[src/gso_pkg.sv]
package gso_pkg;

  localparam int DEF_MAX_ROWS = 8;
  localparam int DEF_MAX_COLS = 8;

  localparam int CFG_W     = 4;
  localparam int CFG_IDX_W = 1;
  localparam int IN_W      = 16;
  localparam int OUT_W     = 16;
  localparam int WORD_W    = 32;
  localparam int ACC_W     = 64;
  localparam int DVD_W     = 52;
  localparam int IN_SHIFT  = 12;
  localparam int DVD_SHIFT = 20;
  localparam int SQ_STEPS  = 32;

  localparam logic [CFG_W-1:0] DIM_RESET = 4'd8;

  localparam logic [CFG_IDX_W-1:0] REG_ROWS = 1'b0;
  localparam logic [CFG_IDX_W-1:0] REG_COLS = 1'b1;

  typedef enum logic [4:0] {
    S_LOAD,
    S_DOT_RD,
    S_DOT_MUL,
    S_DOT_ACC,
    S_UPD_RD,
    S_UPD_MUL,
    S_UPD_WR,
    S_NRM_RD,
    S_NRM_MUL,
    S_NRM_ACC,
    S_SQ_GO,
    S_SQRT,
    S_ZERO,
    S_SCL_RD,
    S_SCL_MUL,
    S_SCL_DIV,
    S_SCL_WR,
    S_OUT_RD,
    S_OUT_LAT,
    S_OUT_WAIT
  } state_t;

  function automatic logic signed [WORD_W-1:0] sat32(input logic signed [ACC_W-1:0] x);
    logic signed [WORD_W-1:0] res;
    if (x > 64'sd2147483647) res = 32'sh7FFFFFFF;
    else if (x < -64'sd2147483648) res = 32'sh80000000;
    else res = x[WORD_W-1:0];
    return res;
  endfunction

  function automatic logic signed [OUT_W-1:0] sat16(input logic signed [WORD_W-1:0] x);
    logic signed [OUT_W-1:0] res;
    if (x > 32'sd32767) res = 16'sh7FFF;
    else if (x < -32'sd32768) res = 16'sh8000;
    else res = x[OUT_W-1:0];
    return res;
  endfunction

endpackage

[src/gso_isqrt.sv]
module gso_isqrt (
  input  logic                       clk,
  input  logic                       rst,
  input  logic                       start,
  input  logic [gso_pkg::ACC_W-1:0]  radicand,
  output logic                       done,
  output logic [gso_pkg::WORD_W-1:0] root
);
  import gso_pkg::*;

  localparam int CNT_W = $clog2(SQ_STEPS);

  logic              busy;
  logic [CNT_W-1:0]  cnt;
  logic [ACC_W-1:0]  src;
  logic [WORD_W+1:0] rem;
  logic [WORD_W+3:0] rem_t;
  logic [WORD_W+3:0] trial;
  logic              fits;

  // one result bit per cycle, two radicand bits brought down
  assign rem_t = {rem, src[ACC_W-1 -: 2]};
  assign trial = {2'b00, root, 2'b01};
  assign fits  = rem_t >= trial;

  always_ff @(posedge clk) begin
    if (rst) begin
      busy <= 1'b0;
      done <= 1'b0;
      cnt  <= '0;
    end else begin
      done <= 1'b0;
      if (start) begin
        busy <= 1'b1;
        cnt  <= '0;
        rem  <= '0;
        root <= '0;
        src  <= radicand;
      end else if (busy) begin
        rem  <= fits ? (WORD_W+2)'(rem_t - trial) : rem_t[WORD_W+1:0];
        root <= {root[WORD_W-2:0], fits};
        src  <= {src[ACC_W-3:0], 2'b00};
        cnt  <= cnt + CNT_W'(1);
        if (cnt == CNT_W'(SQ_STEPS - 1)) begin
          busy <= 1'b0;
          done <= 1'b1;
        end
      end
    end
  end

endmodule

[config.mk]
export PLATFORM = sky130hd
export DESIGN_NAME = gso_isqrt
export DESIGN_NICKNAME = d
export VERILOG_FILES = /design/src/gso_pkg.sv /design/src/gso_isqrt.sv
export SDC_FILE = /design/constraint.sdc
export NUM_CORES = 1
export LEC_CHECK = 0
export BUFFER_PORTS_ARGS = -buffer_cell sky130_fd_sc_hd__buf_2
export CAP_MARGIN = 25
export CELL_PAD_IN_SITES_DETAIL_PLACEMENT = 0
export CELL_PAD_IN_SITES_GLOBAL_PLACEMENT = 1
export CORE_MARGIN = 4
export CORE_UTILIZATION = 47
export CTS_BUF_LIST = sky130_fd_sc_hd__clkbuf_16
export DETAILED_ROUTE_END_ITERATION = 7
export HOLD_SLACK_MARGIN = 0.15
export PLACE_DENSITY_LB_ADDON = 0.1
export SLEW_MARGIN = 20
export SYNTH_ARGS = -nofsm -noshare
export SYNTH_HDL_FRONTEND = slang
export SYNTH_SLANG_ARGS = --single-unit
[constraint.sdc]
create_clock -name clk -period 15.45 [get_ports clk]
set_input_delay 0.7725 -clock clk [delete_from_list [all_inputs] [get_ports clk]]
set_output_delay 0.7725 -clock clk [all_outputs]
set_load 0.05 [all_outputs]
==> results.sh <==
export IMPL_max_freq_mhz=292.7
export IMPL_crit_fanout=19
export IMPL_pin_count=100
export IMPL_grtUsageTotal_pct=18.69
export IMPL_synth_mux_area_share_pct=10.71
export IMPL_cp_common_cell="nor2_1"
export IMPL_cts_sinks=137
export IMPL_vdd_drop_max_mv=0.09658
export IMPL_hold_path_class="register to register"
export IMPL_yosysWarnings=0
export IMPL_numCtsBuffers=17
export IMPL_htreeDepth=4
export IMPL_final_cell_mix="edfxtp_1, buf_2, nor2_1"
export IMPL_core_sq_um=16000
export IMPL_whs_path_depth=2
export IMPL_synth_cell_types=68
export IMPL_setup_viol=0
export IMPL_worst_pin_slew_ns=0.9098
export IMPL_drt_pass1_iterations=6
export IMPL_path_cells="inv_1 -> ha_1 -> a211oi_2 -> o2bb2ai_1 -> a311oi_2 -> nor2_1 -> o311ai_4 -> and2_1 -> xnor2_1 -> nor2_1"
export IMPL_cp_end_kind="register"
export IMPL_criticalPathCategory="register to register"
export IMPL_slew_violations=0
export IMPL_dpl_hpwl_mm=11.64
export IMPL_postPlaceCellArea_sq_um=8377
export IMPL_maxUsedRoutingLayer="met5"
export IMPL_antenna_found_initial=2
export IMPL_dieArea_sq_um=18580
export IMPL_worstRegToRegCells=10
export IMPL_initial_core_util_pct=48.36
export IMPL_fin_cells=989
export IMPL_cts_setup_buffers=0
export IMPL_cts_tree="yes"
export IMPL_rrSetupSlack_ns=12.03
export IMPL_min_period_over_period_pct=22.12
export IMPL_hold_violations=0
export IMPL_cp_top_family="compound AO/OA/AOI/OAI gates"
export IMPL_cpMaxStageDelayCell="and2_1"
export IMPL_num_rows=46
export IMPL_synthesis_nets=773
export IMPL_whs_ns=0.5109
export IMPL_r2r_start="root[24]$_SDFFCE_PP0P_"
export IMPL_slew_headroom_pct=39.35
export IMPL_crit_required_ns=15.60
export IMPL_ys_seq_area_share_pct=52.26
export IMPL_clk_pin_slew_ns=0.07
export IMPL_synthTopCellsByArea="edfxtp_1, mux2_2, ha_1"
export IMPL_ys_seq_elements=137
export IMPL_synthAdderAreaFrac_pct=5.821
export IMPL_status="finished, final reports clean"
export IMPL_synth_edff_count=130
export IMPL_crit_buf_inv=1
export IMPL_layout_commonest_cell="edfxtp_1"
export IMPL_final_util_pct=55.98
export IMPL_worst_hold_path_endpoint="cnt[4]$_SDFFE_PP0P_"
export IMPL_drc=0
export IMPL_p_leak_nw=3.588
export IMPL_cp_arrival_ns=3.57
export IMPL_grt_pass1_wl_mm=27.15
export IMPL_die_h_microns=136.3
export IMPL_wl_per_cell_microns=16.83
export IMPL_critPathMaxStageDelay_ns=0.72
export IMPL_port_buffers=99
export IMPL_gp_congestion=0.9065
export IMPL_antenna_left=0
export IMPL_syn_inst=670
export IMPL_drive_above_1_share_pct=28.07
export IMPL_synth_area_sq_um=7737
export IMPL_ctsHoldBuffers=0
export IMPL_drv_cap=0
export IMPL_cts_resized=0
export IMPL_design_area_sq_um=8957
export IMPL_worstSkewPairLatency_ns=0.43
export IMPL_initialDrtViolationCount=445
export IMPL_power_density_nw_per_um2=124.9
export IMPL_wl_met3_mm=1.280
export IMPL_synth_top_cell_area_share_pct=50.45
export IMPL_fin_setup_tns_ns=0
export IMPL_syn_avg_cell_area_sq_um=11.55
export IMPL_cp_start_kind="register"
export IMPL_root_buffer="clkbuf_16"
export IMPL_async_flop_share_pct=0
export IMPL_met1_length_mm=7.476
export IMPL_synth_top_area_cell="edfxtp_1"
export IMPL_synth_top_flop_cell="edfxtp_1"
export IMPL_nets=863
export IMPL_yosys_area_share_simple_pct=10.90
export IMPL_first_global_vias=5410
export IMPL_totalWireLength_mm=16.64
export IMPL_detailroute_via_count=5404
export IMPL_finalCriticalPeriod_ns=3.417
export IMPL_finClkSkew_ns=0.007310
export IMPL_syn_to_final_growth_pct=15.77
export IMPL_diodes=0
export IMPL_wl_met2_mm=7.687
export IMPL_synthXorXnorAreaFrac_pct=3.735
export IMPL_place_inst=957
export IMPL_via_per_inst=5.464
export IMPL_grt_overflow_total=0
export IMPL_grt_max_degree=83
export IMPL_die_w_microns=136.3
export IMPL_synth_top_family_by_area="compound AO/OA/AOI/OAI gates"
export IMPL_cts_buffer_depth=2
export IMPL_synth_compound_area_share_pct=12.44
export IMPL_r2r_end="rem[0]$_SDFFCE_PP0P_"
export IMPL_min_from="cnt[4]$_SDFFE_PP0P_"
export IMPL_rsz0062_at_grt="false"
power breakdown:
part,switching (mW),internal (mW)
combinational,0.153,0.101
clock,0.179,0.229
sequential,0.0124,0.445
logic make-up (layout without fill, tap and decap cells):
group           count (synthesis)  after routing
simple gates                  179            179
compound gates                137            137
flops                         137            137
mux                            75             75
buf+inv                        73            176
fa+ha+maj                      36             36
xor+xnor                       33             33
registers in the layout, summed over array words and instances, names as in the netlist:
signal / count
busy: 1
rem: 34
done: 1
src: 64
root: 32
cnt: 5
worst register-to-register path, stage by stage (launching register included):
cell and delay, ns:
edfxtp_1 0.36, inv_1 0.07, ha_1 0.40, a211oi_2 0.38, o2bb2ai_1 0.11, a311oi_2 0.30, nor2_1 0.12, o311ai_4 0.42
and2_1 0.72, xnor2_1 0.19, nor2_1 0.05
layer usage:
metal  vias to the layer above  GRT usage (%)
li1                       2651              -
met1                      2579          24.97
met2                       147          28.78
met3                        23          6.958
met4                         4          4.983
met5                         -              0
per-stage QoR:
stage / total power [mW] / setup slack (ns)
after floorplan: 0.6657 / 7.840
after global placement: 0.7156 / 12.14
after detailed placement: 0.7183 / 12.03
after CTS: 1.130 / 12.02
after global routing: 1.176 / 11.78
final: 1.119 / 12.03
area by class of cell:
type	instances	area, sq um
Tap cell	216	270.3
Clock buffer	17	425.4
Multi-Input combinational cell	460	3381
Fill cell	1471	7043
Inverter	41	153.9
Sequential cell	137	4044
Timing Repair Buffer	103	528.0
Clock inverter	15	155.1
worst max-delay path by stage:
| stage | start | endpoint | slack, ns | depth (start not counted) |
|---|---|---|---|---|
| final | root[24]$_SDFFCE_PP0P_ | rem[0]$_SDFFCE_PP0P_ | 12.03 | 10 |
| after global routing | root[24]$_SDFFCE_PP0P_ | rem[9]$_SDFFCE_PP0P_ | 11.78 | 10 |
| after CTS | root[24]$_SDFFCE_PP0P_ | rem[0]$_SDFFCE_PP0P_ | 12.02 | 10 |
| after detailed placement | root[24]$_SDFFCE_PP0P_ | rem[0]$_SDFFCE_PP0P_ | 12.03 | 10 |
| after global placement | rem[27]$_SDFFCE_PP0P_ | rem[0]$_SDFFCE_PP0P_ | 12.14 | 9 |
| after floorplan | start | rem[0]$_SDFFCE_PP0P_ | 7.84 | 5 |
cells in the mapped netlist, types with 2 or more instances:
master      n
a211oi_1    2
a211oi_2    5
a21o_1     10
a21oi_1    47
a22oi_1     3
a31oi_1     4
and2_1      3
and3_1      7
buf_1       2
buf_2       4
buf_6       4
clkbuf_1   21
dfxtp_1     7
edfxtp_1  130
ha_1       36
inv_1      40
mux2_2     62
mux2i_1    13
nand2_1    35
nand2b_1    2
nand3_1     9
nand3b_1    6
nand4_1     9
nor2_1     77
nor2_2      4
nor2b_1     6
nor3_1     10
o211ai_1    6
o21a_1      5
o21ai_0    15
o21ai_1     9
o21bai_1    2
o221ai_1    2
o31ai_1     5
o41ai_1     2
or3_1       3
xnor2_1    23
xor2_1     10
Power figures use the tool's default switching activity.
