File: src/gso_pkg.sv
package gso_pkg;

  localparam int DEF_MAX_ROWS = 8;
  localparam int DEF_MAX_COLS = 8;

  localparam int CFG_W     = 4;
  localparam int CFG_IDX_W = 1;
  localparam int IN_W      = 16;
  localparam int OUT_W     = 16;
  localparam int WORD_W    = 32;
  localparam int ACC_W     = 64;
  localparam int DVD_W     = 52;
  localparam int IN_SHIFT  = 12;
  localparam int DVD_SHIFT = 20;
  localparam int SQ_STEPS  = 32;

  localparam logic [CFG_W-1:0] DIM_RESET = 4'd8;

  localparam logic [CFG_IDX_W-1:0] REG_ROWS = 1'b0;
  localparam logic [CFG_IDX_W-1:0] REG_COLS = 1'b1;

  typedef enum logic [4:0] {
    S_LOAD,
    S_DOT_RD,
    S_DOT_MUL,
    S_DOT_ACC,
    S_UPD_RD,
    S_UPD_MUL,
    S_UPD_WR,
    S_NRM_RD,
    S_NRM_MUL,
    S_NRM_ACC,
    S_SQ_GO,
    S_SQRT,
    S_ZERO,
    S_SCL_RD,
    S_SCL_MUL,
    S_SCL_DIV,
    S_SCL_WR,
    S_OUT_RD,
    S_OUT_LAT,
    S_OUT_WAIT
  } state_t;

  function automatic logic signed [WORD_W-1:0] sat32(input logic signed [ACC_W-1:0] x);
    logic signed [WORD_W-1:0] res;
    if (x > 64'sd2147483647) res = 32'sh7FFFFFFF;
    else if (x < -64'sd2147483648) res = 32'sh80000000;
    else res = x[WORD_W-1:0];
    return res;
  endfunction

  function automatic logic signed [OUT_W-1:0] sat16(input logic signed [WORD_W-1:0] x);
    logic signed [OUT_W-1:0] res;
    if (x > 32'sd32767) res = 16'sh7FFF;
    else if (x < -32'sd32768) res = 16'sh8000;
    else res = x[OUT_W-1:0];
    return res;
  endfunction

endpackage

File: src/gso_div.sv
module gso_div (
  input  logic                       clk,
  input  logic                       rst,
  input  logic                       start,
  input  logic [gso_pkg::DVD_W-1:0]  dividend,
  input  logic [gso_pkg::WORD_W-1:0] divisor,
  output logic                       done,
  output logic [gso_pkg::DVD_W-1:0]  quotient
);
  import gso_pkg::*;

  localparam int CNT_W = $clog2(DVD_W);

  logic              busy;
  logic [CNT_W-1:0]  cnt;
  logic [DVD_W-1:0]  dvd;
  logic [WORD_W-1:0] dsr;
  logic [WORD_W-1:0] rem;
  logic [WORD_W:0]   rem_t;
  logic              fits;

  // restoring division, one quotient bit per cycle
  assign rem_t = {rem, dvd[DVD_W-1]};
  assign fits  = rem_t >= {1'b0, dsr};

  always_ff @(posedge clk) begin
    if (rst) begin
      busy <= 1'b0;
      done <= 1'b0;
      cnt  <= '0;
    end else begin
      done <= 1'b0;
      if (start) begin
        busy     <= 1'b1;
        cnt      <= '0;
        rem      <= '0;
        dvd      <= dividend;
        dsr      <= divisor;
        quotient <= '0;
      end else if (busy) begin
        rem      <= fits ? WORD_W'(rem_t - {1'b0, dsr}) : rem_t[WORD_W-1:0];
        dvd      <= {dvd[DVD_W-2:0], 1'b0};
        quotient <= {quotient[DVD_W-2:0], fits};
        cnt      <= cnt + CNT_W'(1);
        if (cnt == CNT_W'(DVD_W - 1)) begin
          busy <= 1'b0;
          done <= 1'b1;
        end
      end
    end
  end

endmodule

File: config.mk
export PLATFORM = sky130hd
export DESIGN_NAME = gso_div
export DESIGN_NICKNAME = d
export VERILOG_FILES = /design/src/gso_pkg.sv /design/src/gso_div.sv
export SDC_FILE = /design/constraint.sdc
export NUM_CORES = 1
export LEC_CHECK = 0
export BUFFER_PORTS_ARGS = -buffer_cell sky130_fd_sc_hd__buf_2
export CORE_UTILIZATION = 45
export CTS_BUF_LIST = sky130_fd_sc_hd__clkbuf_4
export DETAILED_ROUTE_END_ITERATION = 6
export GPL_TIMING_DRIVEN = 0
export PLACE_DENSITY = 0.66
export SLEW_MARGIN = 20
export SYNTH_ARGS = -nofsm -noshare
export SYNTH_HDL_FRONTEND = slang
export SYNTH_SLANG_ARGS = --single-unit
File: constraint.sdc
create_clock -name clk -period 25.2 [get_ports clk]
set_input_delay 2.52 -clock clk [delete_from_list [all_inputs] [get_ports clk]]
set_output_delay 2.52 -clock clk [all_outputs]
set_load 0.03 [all_outputs]
==> results of run 1 <==
-- sequential cells by signal, indices dropped and copies added (netlist names) --
register,count
dsr,32
busy,1
rem,32
dvd,52
quotient,52
done,1
cnt,6
-- cells in the mapped netlist, types with 4 or more instances --
cell type	instances
edfxtp_1	168
nand2_1	66
nor2b_1	59
mux2_2	51
a21oi_1	50
inv_1	40
ha_1	33
nor2_1	33
clkbuf_1	18
o21ai_0	15
a21o_1	14
xnor2_1	13
xor2_1	12
nand3_1	10
nand4_1	9
a211oi_1	8
dfxtp_1	8
buf_2	7
or3_1	6
and3_1	5
nor3_1	5
o21ai_1	5
and2_1	4
buf_1	4
-- layout make-up --
cell class                 instances  area, µm²  area share, %
timing repair buffer             145        841           8.21
sequential                       176       5200           50.8
multi-input combinational        458       3260           31.8
antenna                            1       2.50         0.0244
inverter                          40        150           1.47
tap                              260        325           3.17
buffer                            31        134           1.31
clock inverter                    15        206           2.01
clock buffer                      17        128           1.25
-- power groups by stage --
stage               registers, mW  logic, mW  clock network [mW]
CTS                         0.355      0.160               0.178
global placement            0.366      0.153                   0
finish                      0.355      0.159               0.172
global route                0.357      0.178               0.188
floorplan                   0.372      0.108                   0
detailed placement          0.361      0.159                   0
-- worst max-delay path by stage --
| stage | startpoint | end | slack (ps) | cells past startpoint |
|---|---|---|---|---|
| after floorplan | start | dvd[0]$_SDFFCE_PN0P_ | 15540 | 5 |
| after global placement | start | quotient[34]$_SDFFCE_PP0P_ | 12120 | 5 |
| after detailed placement | start | quotient[34]$_SDFFCE_PP0P_ | 19940 | 8 |
| after CTS | start | quotient[42]$_SDFFCE_PP0P_ | 20590 | 8 |
| after global routing | start | quotient[42]$_SDFFCE_PP0P_ | 20440 | 8 |
| final | start | dvd[41]$_DFFE_PP_ | 20630 | 8 |
-- worst max-delay path, delay by kind of cell --
family	cells	cell delay [ps]
buffers and inverters	6	1920
and+or+nand+nor	2	420
-- metal layers --
metal	vias up	routed length, µm
met5	-	62
met1	2769	8180
met4	10	187
met2	159	7800
met3	24	1470
li1	2910	-
-- logic make-up after synthesis --
family / synth area share [%]
AND/OR/NAND/NOR: 12.6
flip-flops: 59.6
AO/OA/AOI/OAI: 10.2
buffers and inverters: 3.25
multiplexers: 6.81
adder cells (fa/ha/maj): 4.96
XOR/XNOR: 2.51
==> out/metrics.yaml, run 1 <==
timing:
  setup_tns_ps: 0
  period_minus_slack_ps: 4570
  period_share_pct: 18.1
  setup_slack_ps: 20630
  tightest_slew_ps: 619
  maxSlewHeadroom_pct: 58.7
  timing.hold.ws_ps: 504
  max_freq_ghz: 0.219
  fin_skew_ps: 24.1
  setup_viol: 0
  rsz0062_at_grt: "no"
  drv_slew: 0
  hold_viol_final: 0
global_route:
  gr-usage-met2_pct: 28.0
  grt-busiest-layer: "met2"
  gr-total-overflow: 0
  grt_use_met1_pct: 25.6
  antenna_found_initial: 6
  grt_max_degree: 29
  met3_usage_pct: 7.36
  grt_use_total_pct: 18.8
  grt_first_pass_wirelength_um: 29000
  grt_pass1_vias: 5709
worst_setup_path:
  worstSetupStartpointType: "input pin"
  rr_endpoint: "rem[28]$_SDFFCE_PP0P_"
  cp_max_fo: 25
  endpoint_kind: "flip-flop"
  worstPathCellList: "clkbuf_1 > clkbuf_1 > buf_1 > nor2_1 > nor2_4 > buf_12 > buf_8 > buf_16"
  worstReg2RegStart: "dsr[1]$_DFFE_PP_"
  critPathArrivalTime_ps: 4890
  cp_common_cell: "clkbuf_1"
  required_ps: 25520
  crit_type: "in -> reg"
  regToRegSetupSlack_ps: 22270
  r2r_cells: 12
  cpPeakStageDelay_ps: 550
  crit_slowest_cell: "buf_1"
placed_design:
  placed_area_um2: 9910
  dpl.cell_count: 1110
  io_buffers: 138
  pre_cts_ws_ps: 19940
  gp_congestion: 0.784
  dp_hpwl_um: 12700
layout:
  nFillCells: 1662
  area_growth_pct: 17.4
  drive_gt1_share_pct: 29.3
  fin_util_pct: 54.4
  final_nets: 990
  layout_commonest_cell: "edfxtp_1"
  instances_no_fill: 1143
  postLayoutCellArea_um2: 10200
  final_cell_mix: "168 x edfxtp_1, 145 x buf_2, 66 x nand2_1, 58 x nor2b_1, 51 x mux2_2"
power:
  power.switching_mw: 0.223
  power.leakage_nw: 4.07
  clkPwrFrac_pct: 25.1
  combPwrFrac_pct: 23.1
  pwr-share-seq_pct: 51.8
  power_mw: 0.686
  p_per_area_nw_per_um2: 66.9
  p_sw_share_pct: 32.6
  internal_power_mw: 0.463
  irDropWorstVdd_mv: 0.0379
yosys:
  synthDistinctLibCells: 61
  ys.flop_type: "edfxtp_1"
  synthArstFlopShare_pct: 0
  syn_area_per_cell_um2: 12.4
  synth_top_cell_area_share_pct: 57.8
  yosysWarnings: 0
  syn-cell-area_um2: 8730
  synth_area_leader_cell: "edfxtp_1"
  synthesis.nets: 826
  synthCells: 705
  synth_edf_count: 168
  yosys_register_bits: 176
  synth_area_leaders: "edfxtp_1 58%, mux2_2 6.6%, ha_1 4.7%"
  ys_seq_area_share_pct: 59.6
cts:
  cts_tree: "yes"
  ctsLongestPathBuffers: 2
  hold_buffers: 0
  clk_pin_slew_ps: 170
  cts_resized: 0
  cts_htree_levels: 4
  clockRootBuffer: "clkbuf_4"
  clk_latency_ps: 600
  cts.sinks: 176
  cts_made_buffers: 17
  cts_setup_buffers: 0
drt:
  dr_total_vias: 5872
  dr.pass1.iters: 5
  drt_wl_total_um: 17700
  drc: 0
  avgRoutedWirePerCell_um: 15.5
  drtIter0Drc: 305
  avgViaCountPerCell: 5.14
  postRouteAntennaNets: 0
run_status:
  outcome: "completed"
floorplan:
  die_x_um: 141
  die_y_um: 141
  initial_core_util_pct: 46.4
  die_area_um2: 20000
  std_cell_rows: 50
  core_um2: 18800
  io_pins: 140
worst_hold_path:
  hold_end: "cnt[5]$_SDFFE_PP0P_"
  hp-class: "reg -> reg"
  holdPathStages: 2
  hold_path_startpoint: "cnt[5]$_SDFFE_PP0P_"
job:
  cap_violations: 0
No activity file was read; power rests on OpenSTA's default activity.
==> inputs of run 2 (changes only) <==
==> constraint.sdc (replaced) <==
create_clock -name clk -period 4.4 [get_ports clk]
set_input_delay 0.44 -clock clk [delete_from_list [all_inputs] [get_ports clk]]
set_output_delay 0.44 -clock clk [all_outputs]
set_load 0.03 [all_outputs]
==> out/metrics.yaml, run 2 (synthesized netlist as in run 1, its figures left out) <==
drt:
  dr.pass1.iters: 5
  postRouteAntennaNets: 0
  drc: 0
  drtIter0Drc: 323
  dr_total_vias: 5955
  avgViaCountPerCell: 5.06
  avgRoutedWirePerCell_um: 15.5
  drt_wl_total_um: 18200
worst_setup_path:
  critPathArrivalTime_ps: 3410
  endpoint_kind: "flip-flop"
  cp_max_fo: 8
  worstSetupStartpointType: "flip-flop"
  required_ps: 4860
  crit_type: "reg -> reg"
floorplan:
  std_cell_rows: 50
  die_area_um2: 20000
  core_um2: 18800
  initial_core_util_pct: 46.4
  die_x_um: 141
  die_y_um: 141
  io_pins: 140
layout:
  postLayoutCellArea_um2: 10700
  layout_commonest_cell: "edfxtp_1"
  final_cell_mix: "168 x edfxtp_1, 145 x buf_2, 66 x nand2_1, 58 x nor2b_1, 51 x mux2_2"
  reg_top3: "dvd x52, quotient x52"
  drive_gt1_share_pct: 28.3
  fin_util_pct: 56.6
  area_growth_pct: 22.1
  nFillCells: 1612
  final_nets: 1023
  multiInputGateArea_um2: 3260
  seq_area_um2: 5200
timing:
  fin_skew_ps: 37.3
  maxSlewHeadroom_pct: 59.4
  tightest_slew_ps: 609
  period_share_pct: 67.2
  rsz0062_at_grt: "no"
  drv_slew: 0
  period_minus_slack_ps: 2960
  timing.hold.ws_ps: 107
  max_freq_ghz: 0.338
  setup_viol: 0
  hold_viol_final: 0
global_route:
  antenna_found_initial: 4
  grt_max_degree: 26
  grt_pass1_vias: 6089
  grt_first_pass_wirelength_um: 29900
  gr-total-overflow: 0
  grt_use_total_pct: 19.3
cts:
  clk_latency_ps: 610
  cts.sinks: 176
  clockRootBuffer: "clkbuf_4"
  hold_buffers: 32
  ctsLongestPathBuffers: 2
  cts_htree_levels: 4
  cts_tree: "yes"
  clk_pin_slew_ps: 200
  cts_made_buffers: 17
  cts_resized: 0
  cts_setup_buffers: 0
power:
  p_per_area_nw_per_um2: 375
  p_sw_share_pct: 32.9
  clkPwrFrac_pct: 25.5
  pwr-share-seq_pct: 50.9
  power.leakage_nw: 4.24
  power_mw: 4.00
  combPwrFrac_pct: 23.6
  internal_power_mw: 2.68
  irDropWorstVdd_mv: 0.198
  power.switching_mw: 1.31
worst_hold_path:
  hp-class: "in -> reg"
run_status:
  outcome: "completed"
placed_design:
  io_buffers: 138
  gp_congestion: 0.790
  placed_area_um2: 9980
  dp_hpwl_um: 13400
job:
  cap_violations: 0
==> run 2: cell types whose count changed in the layout (fill, tap and decap cells not counted) <==
cell,delta
dlygate4sd3_1,+32
buf_16,+6
buf_12,-4
inv_8,-3
clkinv_8,+2
buf_8,-1
clkinv_4,-1
diode_2,+1
inv_12,+1
inv_6,+1
==> run 2: worst max-delay path, cell delays in order, from the launching register on <==
cell and delay (ps):
edfxtp_1 400, inv_1 50, ha_1 210, fa_1 410
nor2b_1 190, o21ba_2 200, o211ai_2 130, a31oi_4 280
a31oi_4 170, or3_1 400, a31o_1 230, a21oi_2 130
==> run 2: area by class of cell <==
cell class	instances	area share [%]
clock inverter	15	2.08
multi-input combinational	458	30.6
antenna	2	0.0470
sequential	176	48.8
tap	260	3.05
inverter	40	1.41
timing repair buffer	178	11.6
clock buffer	17	1.20
buffer	31	1.26
==> run 2: power groups by stage <==
stage	Sequential, mW	Combinational (mW)	Clock (mW)
3_5_place_dp	2.07	0.924	0
6_report	2.04	0.943	1.02
2_1_floorplan	2.12	0.619	0
3_3_place_gp	2.08	0.880	0
4_1_cts	2.04	0.950	1.05
5_1_grt	2.05	1.05	1.09
==> run 2: per-stage QoR <==
stage,cells,setup TNS [ps],worst slack [ps]
finish,1177,0,1440
global route,1176,0,1270
CTS,1175,0,1440
detailed placement,1111,0,981
global placement,1103,-133990,-984
floorplan,705,0,640
==> run 2: path summary, 6_finish.rpt <==
path                             from                     to  slack (ps)  depth (start not counted)
hold reg to reg   cnt[5]$_SDFFE_PP0P_    cnt[5]$_SDFFE_PP0P_         500                          2
setup / recovery    dvd[51]$_DFFE_PP_  rem[28]$_SDFFCE_PP0P_        1440                         11
hold / removal            dividend[0]   dvd[0]$_SDFFCE_PN0P_         110                          2
setup reg to reg    dvd[51]$_DFFE_PP_  rem[28]$_SDFFCE_PP0P_        1440                         11
==> run 2: per-layer routing <==
metal / wire (µm) / global-route usage (%)
met1: 8610 / 25.4
met2: 8190 / 29.8
met3: 1190 / 6.99
met4: 211 / 5.78
met5: 26 / 0
